--- src/hw/rtl/spms_pkg.sv ---
// shared constants, types and helper functions of the mailbox scheduler
`default_nettype none

package spms_pkg;

    localparam int LEVEL_COUNT  = 4;
    localparam int NUM_BOXES    = 16;
    localparam int BOX_CAPACITY = 255;

    localparam int BOX_W       = 4;
    localparam int MASK_BITS   = 16;
    localparam int MAP_W       = 32;
    localparam int CFG_IDX_W   = 2;
    localparam int CFG_DATA_W  = 32;
    localparam int STATUS_W    = 2;
    localparam int LEVEL_OUT_W = 2;

    localparam int LIVE_BOXES = (NUM_BOXES < MASK_BITS) ? NUM_BOXES : MASK_BITS;
    localparam int BIX_W      = $clog2(LIVE_BOXES);
    localparam int LV_W       = (LEVEL_COUNT > 1) ? $clog2(LEVEL_COUNT) : 1;
    localparam int SLOT_W     = (NUM_BOXES > 1) ? $clog2(NUM_BOXES) : 1;
    localparam int FILL_W     = $clog2(NUM_BOXES + 1);
    localparam int SUM_W      = FILL_W + 1;
    localparam int CNT_W      = $clog2(BOX_CAPACITY + 1);
    localparam int QDEPTH     = LEVEL_COUNT * NUM_BOXES;
    localparam int QA_W       = $clog2(QDEPTH);

    typedef enum logic [CFG_IDX_W-1:0] {
        CFG_PRIORITY_MAP,
        CFG_MONITORED,
        CFG_RESOLVABLE
    } cfg_index_t;

    typedef enum logic [STATUS_W-1:0] {
        STATUS_DELIVERED,
        STATUS_UNRESOLVABLE,
        STATUS_OVERFLOW,
        STATUS_NOTHING_READY
    } status_t;

    typedef enum logic {
        MODE_SUBMIT,
        MODE_STEP
    } mode_t;

    typedef enum logic [1:0] {
        ST_IDLE,
        ST_EXEC,
        ST_POP,
        ST_SERVE
    } state_t;

    typedef struct packed {
        logic [MAP_W-1:0]     prio_map;
        logic [MASK_BITS-1:0] monitored;
        logic [MASK_BITS-1:0] resolvable;
    } cfg_t;

    typedef struct packed {
        status_t                status;
        logic                   served_valid;
        logic [BOX_W-1:0]       served_box;
        logic [LEVEL_OUT_W-1:0] served_level;
    } rsp_t;

    // map level, clamped to the lowest level that exists
    function automatic logic [LV_W-1:0] box_level(input logic [MAP_W-1:0] map,
                                                  input logic [BOX_W-1:0] box);
        logic [1:0] raw;
        raw = map[2*box +: 2];
        if (int'(raw) >= LEVEL_COUNT)
            return LV_W'(LEVEL_COUNT - 1);
        return LV_W'(raw);
    endfunction

    function automatic logic box_flag(input logic [MASK_BITS-1:0] mask,
                                      input logic [BOX_W-1:0] box);
        return (int'(box) < LIVE_BOXES) && mask[box];
    endfunction

    // ring position head + offset, wrapped at the ring length of one level (NUM_BOXES)
    function automatic logic [SLOT_W-1:0] slot_after(input logic [SLOT_W-1:0] head,
                                                     input logic [FILL_W-1:0] offset);
        logic [SUM_W-1:0] sum;
        sum = SUM_W'(head) + SUM_W'(offset);
        if (sum >= SUM_W'(NUM_BOXES))
            sum = sum - SUM_W'(NUM_BOXES);
        return SLOT_W'(sum);
    endfunction

    function automatic logic [QA_W-1:0] qaddr(input logic [LV_W-1:0] lv,
                                              input logic [SLOT_W-1:0] slot);
        return QA_W'(int'(lv) * NUM_BOXES + int'(slot));
    endfunction

endpackage

`default_nettype wire

--- src/hw/rtl/spms_if.sv ---
// request and result channel interfaces of the mailbox scheduler
`default_nettype none

interface spms_req_if;
    logic       valid;
    logic       ready;
    logic       mode;
    logic [3:0] box_id;

    modport source (output valid, output mode, output box_id, input ready);
    modport sink (input valid, input mode, input box_id, output ready);
endinterface

interface spms_rsp_if;
    logic       valid;
    logic       ready;
    logic [1:0] status;
    logic       served_valid;
    logic [3:0] served_box;
    logic [1:0] served_level;

    modport source (output valid, output status, output served_valid,
                    output served_box, output served_level, input ready);
    modport sink (input valid, input status, input served_valid,
                  input served_box, input served_level, output ready);
endinterface

`default_nettype wire

--- src/hw/rtl/spms_ram.sv ---
// generic simple dual-port ram with registered read
`default_nettype none

module spms_ram #(
    parameter int WIDTH = 8,
    parameter int DEPTH = 16,
    localparam int AW = (DEPTH > 1) ? $clog2(DEPTH) : 1
) (
    input  wire logic             clk,
    input  wire logic             we,
    input  wire logic [AW-1:0]    waddr,
    input  wire logic [WIDTH-1:0] wdata,
    input  wire logic             re,
    input  wire logic [AW-1:0]    raddr,
    output logic      [WIDTH-1:0] rdata
);

    logic [WIDTH-1:0] mem [DEPTH];

    always_ff @(posedge clk)
    begin
        if (we)
        begin
            mem[waddr] <= wdata;
        end
        if (re)
        begin
            rdata <= mem[raddr];
        end
    end

endmodule

`default_nettype wire

--- src/hw/rtl/spms_sched.sv ---
// sequencer: count and queue memories, ring pointers, ready marks
`default_nettype none

module spms_sched
    import spms_pkg::*;
(
    input  wire logic clk,
    input  wire logic rst_n,
    input  wire cfg_t cfg,
    spms_req_if.sink  req,
    input  wire logic slot_free,
    output logic      res_valid,
    output rsp_t      res
);

    state_t state_reg, state_next;

    logic               mode_reg;
    logic [BOX_W-1:0]   box_reg;
    logic [LV_W-1:0]    lvl_reg;
    logic [BOX_W-1:0]   sbox_reg;

    logic [SLOT_W-1:0]  head_reg [LEVEL_COUNT];
    logic [FILL_W-1:0]  fill_reg [LEVEL_COUNT];
    logic [LIVE_BOXES-1:0] ready_reg;
    logic [LIVE_BOXES-1:0] pvld_reg;

    logic               accept;
    logic               any_ready;
    logic [LV_W-1:0]    top_lvl;

    logic               p_we, p_re;
    logic [BIX_W-1:0]   p_waddr, p_raddr;
    logic [CNT_W-1:0]   p_wdata, p_rdata;
    logic               q_we, q_re;
    logic [QA_W-1:0]    q_waddr, q_raddr;
    logic [BOX_W-1:0]   q_rdata;

    logic [BOX_W-1:0]   cur_box;
    logic [BIX_W-1:0]   cur_bix;
    logic [CNT_W-1:0]   cnt;
    logic [CNT_W-1:0]   cnt_dec;

    logic               pop;
    logic               clear_ready;
    logic               push_req;
    logic [LV_W-1:0]    push_lvl;
    logic               push_ok;

    assign accept = req.valid && req.ready;

    // highest nonempty level, level 0 wins
    always_comb
    begin
        any_ready = 1'b0;
        top_lvl   = '0;
        for (int i = LEVEL_COUNT - 1; i >= 0; i--)
        begin
            if (fill_reg[i] != '0)
            begin
                any_ready = 1'b1;
                top_lvl   = LV_W'(i);
            end
        end
    end

    spms_ram #(.WIDTH(CNT_W), .DEPTH(LIVE_BOXES)) u_count_ram (
        .clk   (clk),
        .we    (p_we),
        .waddr (p_waddr),
        .wdata (p_wdata),
        .re    (p_re),
        .raddr (p_raddr),
        .rdata (p_rdata)
    );

    spms_ram #(.WIDTH(BOX_W), .DEPTH(QDEPTH)) u_queue_ram (
        .clk   (clk),
        .we    (q_we),
        .waddr (q_waddr),
        .wdata (cur_box),
        .re    (q_re),
        .raddr (q_raddr),
        .rdata (q_rdata)
    );

    // count ram: read at accept for a submit, in the pop state for a served step
    assign p_re    = accept || (state_reg == ST_POP);
    assign p_raddr = (state_reg == ST_POP) ? BIX_W'(q_rdata) : BIX_W'(req.box_id);
    assign q_re    = accept && (req.mode == MODE_STEP) && any_ready;
    assign q_raddr = qaddr(top_lvl, head_reg[top_lvl]);

    assign cur_box = (state_reg == ST_SERVE) ? sbox_reg : box_reg;
    assign cur_bix = BIX_W'(cur_box);
    assign p_waddr = cur_bix;
    // entries never written read as zero
    assign cnt     = pvld_reg[cur_bix] ? p_rdata : '0;
    assign cnt_dec = (cnt != '0) ? cnt - CNT_W'(1) : '0;

    assign push_lvl = box_level(cfg.prio_map, cur_box);
    assign push_ok  = push_req && (int'(fill_reg[push_lvl]) < NUM_BOXES);
    assign q_we     = push_ok;
    assign q_waddr  = qaddr(push_lvl, slot_after(head_reg[push_lvl], fill_reg[push_lvl]));

    // next state
    always_comb
    begin
        state_next = state_reg;
        case (state_reg)
            ST_IDLE:
            begin
                if (accept)
                begin
                    if ((req.mode == MODE_STEP) && any_ready)
                        state_next = ST_POP;
                    else
                        state_next = ST_EXEC;
                end
            end
            ST_EXEC:
            begin
                if (slot_free)
                    state_next = ST_IDLE;
            end
            ST_POP:
            begin
                state_next = ST_SERVE;
            end
            ST_SERVE:
            begin
                if (slot_free)
                    state_next = ST_IDLE;
            end
            default:
            begin
                state_next = ST_IDLE;
            end
        endcase
    end

    // outputs and datapath actions
    always_comb
    begin
        req.ready   = (state_reg == ST_IDLE);
        res_valid   = 1'b0;
        res         = '0;
        p_we        = 1'b0;
        p_wdata     = cnt;
        pop         = 1'b0;
        clear_ready = 1'b0;
        push_req    = 1'b0;
        case (state_reg)
            ST_IDLE:
            begin
            end
            ST_EXEC:
            begin
                if (slot_free)
                begin
                    res_valid = 1'b1;
                    if (mode_reg == MODE_STEP)
                    begin
                        res.status = STATUS_NOTHING_READY;
                    end
                    else if (!box_flag(cfg.resolvable, box_reg))
                    begin
                        res.status = STATUS_UNRESOLVABLE;
                    end
                    else
                    begin
                        if (int'(cnt) >= BOX_CAPACITY)
                        begin
                            res.status = STATUS_OVERFLOW;
                        end
                        else
                        begin
                            res.status = STATUS_DELIVERED;
                            p_we       = 1'b1;
                            p_wdata    = cnt + CNT_W'(1);
                        end
                        push_req = box_flag(cfg.monitored, box_reg) && !ready_reg[cur_bix];
                    end
                end
            end
            ST_POP:
            begin
                pop = 1'b1;
            end
            ST_SERVE:
            begin
                if (slot_free)
                begin
                    res_valid        = 1'b1;
                    res.status       = STATUS_DELIVERED;
                    res.served_valid = 1'b1;
                    res.served_box   = sbox_reg;
                    res.served_level = LEVEL_OUT_W'(lvl_reg);
                    clear_ready      = 1'b1;
                    p_we             = 1'b1;
                    p_wdata          = cnt_dec;
                    // ready mark is cleared this cycle, so only the count and mask gate it
                    push_req = (cnt_dec != '0) && box_flag(cfg.monitored, sbox_reg);
                end
            end
            default:
            begin
            end
        endcase
    end

    always_ff @(posedge clk or negedge rst_n)
    begin
        if (!rst_n)
        begin
            state_reg <= ST_IDLE;
            ready_reg <= '0;
            pvld_reg  <= '0;
            for (int i = 0; i < LEVEL_COUNT; i++)
            begin
                head_reg[i] <= '0;
                fill_reg[i] <= '0;
            end
        end
        else
        begin
            state_reg <= state_next;
            if (pop)
            begin
                head_reg[lvl_reg] <= slot_after(head_reg[lvl_reg], FILL_W'(1));
                fill_reg[lvl_reg] <= fill_reg[lvl_reg] - FILL_W'(1);
            end
            if (push_ok)
            begin
                fill_reg[push_lvl] <= fill_reg[push_lvl] + FILL_W'(1);
                ready_reg[cur_bix] <= 1'b1;
            end
            else if (clear_ready)
            begin
                ready_reg[cur_bix] <= 1'b0;
            end
            if (p_we)
            begin
                pvld_reg[p_waddr] <= 1'b1;
            end
        end
    end

    // request payload and popped box
    always_ff @(posedge clk)
    begin
        if (accept)
        begin
            mode_reg <= req.mode;
            box_reg  <= req.box_id;
            lvl_reg  <= top_lvl;
        end
        if (state_reg == ST_POP)
        begin
            sbox_reg <= q_rdata;
        end
    end

endmodule

`default_nettype wire

--- src/hw/rtl/strict_priority_mailbox_scheduler.sv ---
// Strict-priority mailbox scheduler, one ring queue per priority level.
// Channel req carries one request: mode (0 submit a message to box_id,
// 1 take one scheduling step). Channel rsp returns exactly one result per
// request: status, and for a served step the box and its level.
// Configuration registers (priority map, monitored mask, resolvable mask)
// are written through cfg_we / cfg_index / cfg_data; the user must write
// them only while the block is idle, the block itself does not enforce it.
// A submit or an empty step passes through the exec state; a served step
// passes through the pop and serve states, as the queue memory read of the
// front box and the count memory read of that box follow one another.
// Results land in an output register, so the next request is taken while
// the previous result is still waiting. If the receiver stalls, the
// sequencer holds its result stage until the register frees up.
// Reset clears the registers, the ring pointers and the ready marks, and
// marks all pending counts as zero; the block is usable right after reset.
`default_nettype none

module strict_priority_mailbox_scheduler
    import spms_pkg::*;
(
    input  wire logic                  clk,
    input  wire logic                  rst_n,
    spms_req_if.sink                   req,
    spms_rsp_if.source                 rsp,
    input  wire logic                  cfg_we,
    input  wire logic [CFG_IDX_W-1:0]  cfg_index,
    input  wire logic [CFG_DATA_W-1:0] cfg_data
);

    cfg_t cfg_reg;
    logic rsp_valid_reg;
    rsp_t rsp_data_reg;
    logic slot_free;
    logic res_valid;
    rsp_t res;

    always_ff @(posedge clk or negedge rst_n)
    begin
        if (!rst_n)
        begin
            cfg_reg <= '0;
        end
        else if (cfg_we)
        begin
            case (cfg_index)
                CFG_PRIORITY_MAP: cfg_reg.prio_map   <= cfg_data[MAP_W-1:0];
                CFG_MONITORED:    cfg_reg.monitored  <= cfg_data[MASK_BITS-1:0];
                CFG_RESOLVABLE:   cfg_reg.resolvable <= cfg_data[MASK_BITS-1:0];
                default:
                begin
                end
            endcase
        end
    end

    assign slot_free = !rsp_valid_reg || rsp.ready;

    spms_sched u_sched (
        .clk       (clk),
        .rst_n     (rst_n),
        .cfg       (cfg_reg),
        .req       (req),
        .slot_free (slot_free),
        .res_valid (res_valid),
        .res       (res)
    );

    always_ff @(posedge clk or negedge rst_n)
    begin
        if (!rst_n)
        begin
            rsp_valid_reg <= 1'b0;
        end
        else if (res_valid)
        begin
            rsp_valid_reg <= 1'b1;
        end
        else if (rsp.ready)
        begin
            rsp_valid_reg <= 1'b0;
        end
    end

    always_ff @(posedge clk)
    begin
        if (res_valid)
        begin
            rsp_data_reg <= res;
        end
    end

    assign rsp.valid        = rsp_valid_reg;
    assign rsp.status       = rsp_data_reg.status;
    assign rsp.served_valid = rsp_data_reg.served_valid;
    assign rsp.served_box   = rsp_data_reg.served_box;
    assign rsp.served_level = rsp_data_reg.served_level;

endmodule

`default_nettype wire
--- src/flat_wrapper.sv ---
// flat-port wrapper written by rule: the top's interface ports become plain ports
module strict_priority_mailbox_scheduler_flat import spms_pkg::*;
  (clk, rst_n, cfg_we, cfg_index, cfg_data, req_valid, req_mode, req_box_id, req_ready, rsp_valid, rsp_status, rsp_served_valid, rsp_served_box, rsp_served_level, rsp_ready);
  spms_req_if req_i ();
  spms_rsp_if rsp_i ();
  input  wire logic clk;
  input  wire logic rst_n;
  input  wire logic cfg_we;
  input  wire logic [CFG_IDX_W-1:0] cfg_index;
  input  wire logic [CFG_DATA_W-1:0] cfg_data;
  input wire logic [$bits(req_i.valid)-1:0] req_valid;
  input wire logic [$bits(req_i.mode)-1:0] req_mode;
  input wire logic [$bits(req_i.box_id)-1:0] req_box_id;
  output wire logic [$bits(req_i.ready)-1:0] req_ready;
  output wire logic [$bits(rsp_i.valid)-1:0] rsp_valid;
  output wire logic [$bits(rsp_i.status)-1:0] rsp_status;
  output wire logic [$bits(rsp_i.served_valid)-1:0] rsp_served_valid;
  output wire logic [$bits(rsp_i.served_box)-1:0] rsp_served_box;
  output wire logic [$bits(rsp_i.served_level)-1:0] rsp_served_level;
  input wire logic [$bits(rsp_i.ready)-1:0] rsp_ready;
  assign req_i.valid = req_valid;
  assign req_i.mode = req_mode;
  assign req_i.box_id = req_box_id;
  assign req_ready = req_i.ready;
  assign rsp_valid = rsp_i.valid;
  assign rsp_status = rsp_i.status;
  assign rsp_served_valid = rsp_i.served_valid;
  assign rsp_served_box = rsp_i.served_box;
  assign rsp_served_level = rsp_i.served_level;
  assign rsp_i.ready = rsp_ready;
  strict_priority_mailbox_scheduler u_core (.clk(clk), .rst_n(rst_n), .req(req_i), .rsp(rsp_i), .cfg_we(cfg_we), .cfg_index(cfg_index), .cfg_data(cfg_data));
endmodule
--- config.mk ---
export PLATFORM = sky130hd
export DESIGN_NAME = strict_priority_mailbox_scheduler_flat
export DESIGN_NICKNAME = d
export VERILOG_FILES = /design/src/hw/rtl/spms_pkg.sv /design/src/hw/rtl/spms_if.sv /design/src/hw/rtl/spms_ram.sv /design/src/hw/rtl/spms_sched.sv /design/src/hw/rtl/strict_priority_mailbox_scheduler.sv /design/src/flat_wrapper.sv
export SDC_FILE = /design/constraint.sdc
export NUM_CORES = 1
export LEC_CHECK = 0
export ABC_AREA = 1
export BUFFER_PORTS_ARGS = -buffer_cell sky130_fd_sc_hd__clkbuf_2
export CORE_MARGIN = 2
export CORE_UTILIZATION = 37
export CTS_BUF_LIST = sky130_fd_sc_hd__clkbuf_8
export DETAILED_ROUTE_END_ITERATION = 12
export HOLD_SLACK_MARGIN = 0.03
export PLACE_DENSITY = 0.55
export SKIP_LAST_GASP = 1
export SLEW_MARGIN = 25
export SYNTH_ARGS = -nofsm -noshare
export SYNTH_HDL_FRONTEND = slang
export SYNTH_SLANG_ARGS = --single-unit
--- constraint.sdc ---
create_clock -name clk -period 4.93 [get_ports clk]
set_input_delay 0.2465 -clock clk [delete_from_list [all_inputs] [get_ports clk]]
set_output_delay 0.2465 -clock clk [all_outputs]
set_load 0.005 [all_outputs]
==> metrics.txt <==
Area growth syn-to-layout=14.48%; routed wire length=69,800 um; H-Tree Depth=3; skew final=0.04295 ns; RSZ-0062 raised after global routing=true; number of synthesized flops with an enable pin=416; max_cap viols=0; YS warnings=0; pin count of the biggest net entering global routing=144; PwrDens=649.5 nW/um2; Post-DP HPWL=44,920 um; area post-placement=26,710 um2; Netlist cell types=50; CP Class=flop to flop; max-slew violations=0; via count=18,797; Clk Latency, worst-skew pair=0.70 ns; status=finished, final reports clean; Leak=11.51 nW; Arrival @ worst endpoint=5.02 ns; Horiz. Die Dim=266.0 um; Die Span Y=266.0 um; crit-path cells=nand2_8, nand2_4, nand2_4, nand2_2, inv_2, nand2_1, nand4_1, nand2_1, nand2_1, nor2_2, buf_4, nor2_4, buf_4, buf_4, a221oi_1, ha_1, a21oi_2, xnor2_4, xnor2_4, nand2_2, nor2_1; num ports=55; routability cong.=0.9058; cell area after layout=29,080 um2; Fmax=213.5 MHz; Worst Setup Start Kind=flop; GRT Residual Overflow=0; detailed router's first-iteration violation count=1,880; CTS Buffer Depth=3; drt wl/cell=19.50 um; fin crit period=4.683 ns; Worst slew margin=0.3259; Peak VDD IR=0.7861 mV; post-route ant nets=0; cell row count=96; syn avg cell area=10.18 um2; max FFs per register=256; period utilization=0.9499; Non-Filler Instances=3,580; Synth Instances=2,495; placed insts=3,369; core area=68,230 um2; initial antenna violation count=1; Critical Path Sink Type=flop; CP max FO=14; Largest stage delay, worst path=0.49 ns; CP delay by family, top=simple AND/OR/NAND/NOR gates; Initial Util=0.3723; Yosys reg bits=551; die area=70,760 um2; cell area after synthesis=25,400 um2; drt pass-1 iters=7; post-synth top area cell=edfxtp_1; Buf/Inv on CP=4; Min-Delay Path Class=input port to flop; sequential share of the synthesized area=0.6248; DR vias/cell=5.251; Synth area leaders=edfxtp_1 (49%), dfrtp_1 (13%), nand2_1 (7.7%); fraction of layout cells with a size suffix above 1=0.1368; asr flop ratio synth=0.2450; ys flop type=edfxtp_1; most common cell after layout, fill and taps aside=nand2_1; Slew @ Worst Pin=1.005 ns; final hold violations=0; vias in the first global route=18,772; CTS Sinks=551; clock root cell=clkbuf_8; first-pass GRT wire length=107,600 um; DRC=0; TritonCTS clock tree=yes; Crit-path slowest cell=dfrtp_2; Setup-failing EPs final=0; GRT Util Overall=0.1983; CP required=5.26 ns; Hold WS=0.08759 ns; Post-Syn Nets=2,548; most frequent cells in the layout=nand2_1 (515), edfxtp_1 (416), inv_1 (291), o21ai_0 (239), nand3_1 (218); IO buf count=54; Total Nets Final=2,679; fill cell count=6,549; area share of the largest cell type after synthesis=0.4918; CTS Buf Count=91; CTS clk-pin slew, worst paths=0.06 ns
## final cells by class
type	count	area [um2]	share of cell area
well taps	882	1104	0.03795
inverters	270	1013	0.03485
clock inverters	66	336.6	0.01157
diodes	1	2.502	0.00008606
multi-input cells	1550	8153	0.2804
repair buffers	162	1247	0.04290
clock buffers	98	1349	0.04639
flip-flops and latches	551	15870	0.5459
## tightest hold or removal path: stages
cell and delay (ns):
clkbuf_2 0.08, inv_1 0.10, nor2_1 0.16
## worst paths after layout
path                                             start                               endpoint  slack [ns]  cells after the start
min                                          req_valid    u_core.u_sched.u_queue_ram.rdata[0]        0.09                      3
max reg2reg                u_core.u_sched.state_reg[0]  u_core.u_sched.u_queue_ram.mem[58][2]        0.25                     21
min in group asynchronous                        rst_n                     u_core.cfg_reg[32]        0.24                      2
max in group asynchronous                        rst_n             u_core.u_sched.pvld_reg[7]        3.57                      3
min reg2reg                u_core.u_sched.pvld_reg[13]            u_core.u_sched.pvld_reg[13]        0.46                      2
max                        u_core.u_sched.state_reg[0]  u_core.u_sched.u_queue_ram.mem[58][2]        0.25                     21
## layer usage
| metal | global-route usage | share of wire |
|---|---|---|
| met1 | 0.2642 | 0.44 |
| met2 | 0.3290 | 0.47 |
| met3 | 0.02994 | 0.055 |
| met4 | 0.07182 | 0.029 |
| met5 | 0 | 0 |
## synth_stat cells (2+ instances only)
library cell,number
a21oi_1,24
a21oi_2,3
a221oi_1,7
a22oi_1,11
a31oi_1,4
buf_1,2
buf_2,31
buf_4,5
buf_6,9
clkbuf_1,77
clkinv_1,3
dfrtp_1,135
edfxtp_1,416
ha_1,8
inv_1,252
inv_2,15
mux2_2,16
nand2_1,518
nand2_2,12
nand2_4,8
nand3_1,219
nand3_2,4
nand4_1,10
nand4_2,6
nor2_1,211
nor2_2,7
nor2_4,5
nor3_1,7
o211ai_1,144
o21a_1,6
o21ai_0,243
o21ai_1,6
o21ai_4,2
o221ai_1,31
o22ai_1,17
o31ai_1,2
o41ai_1,2
xnor2_1,5
## power breakdown
group	leakage, nW	switching [mW]	internal, mW	total, mW
logic	5.11	6.26	2.60	8.86
clock network	0.993	1.81	1.93	3.74
registers	5.41	0.359	5.92	6.28
total	11.5	8.43	10.5	18.9
## metrics by stage
stage / worst slack (ns) / total power [mW] / TNS [ns] / util
floorplan: 0.5339 / 12.00 / 0 / -
global placement: 0.09850 / 14.59 / 0 / 0.3915
detailed placement: -0.04988 / 14.73 / -1.514 / 0.3915
CTS: -0.05002 / 18.72 / -1.233 / 0.4225
global route: -0.08002 / 20.13 / -0.5535 / 0.4262
finish: 0.2472 / 18.88 / 0 / 0.4262
## cells by family (layout without fill, tap and decap cells)
| family | count (synthesis) | in the layout | share of synthesized area |
|---|---|---|---|
| multiplexers | 16 | 16 | 0.007093 |
| flip-flops | 551 | 551 | 0.6248 |
| AND/OR/NAND/NOR | 1012 | 1012 | 0.1715 |
| buffers and inverters | 394 | 596 | 0.06315 |
| other | 0 | 1 | 0 |
| AO/OA/AOI/OAI | 504 | 504 | 0.1239 |
| adder cells (fa/ha/maj) | 9 | 9 | 0.004729 |
| XOR/XNOR | 9 | 9 | 0.004877 |
## repair_timing
action | 4_1_cts | 5_1_grt
hold buffers | 39 | 0
endpoints found under the setup margin | 170 | 375
resized for setup | 2 | 54
endpoints found under the hold margin | 169 | 0
setup buffers | 1 | 6
pin swaps | 1 | 3
gates cloned | 0 | 0
No activity file was read; power rests on OpenSTA's default activity.
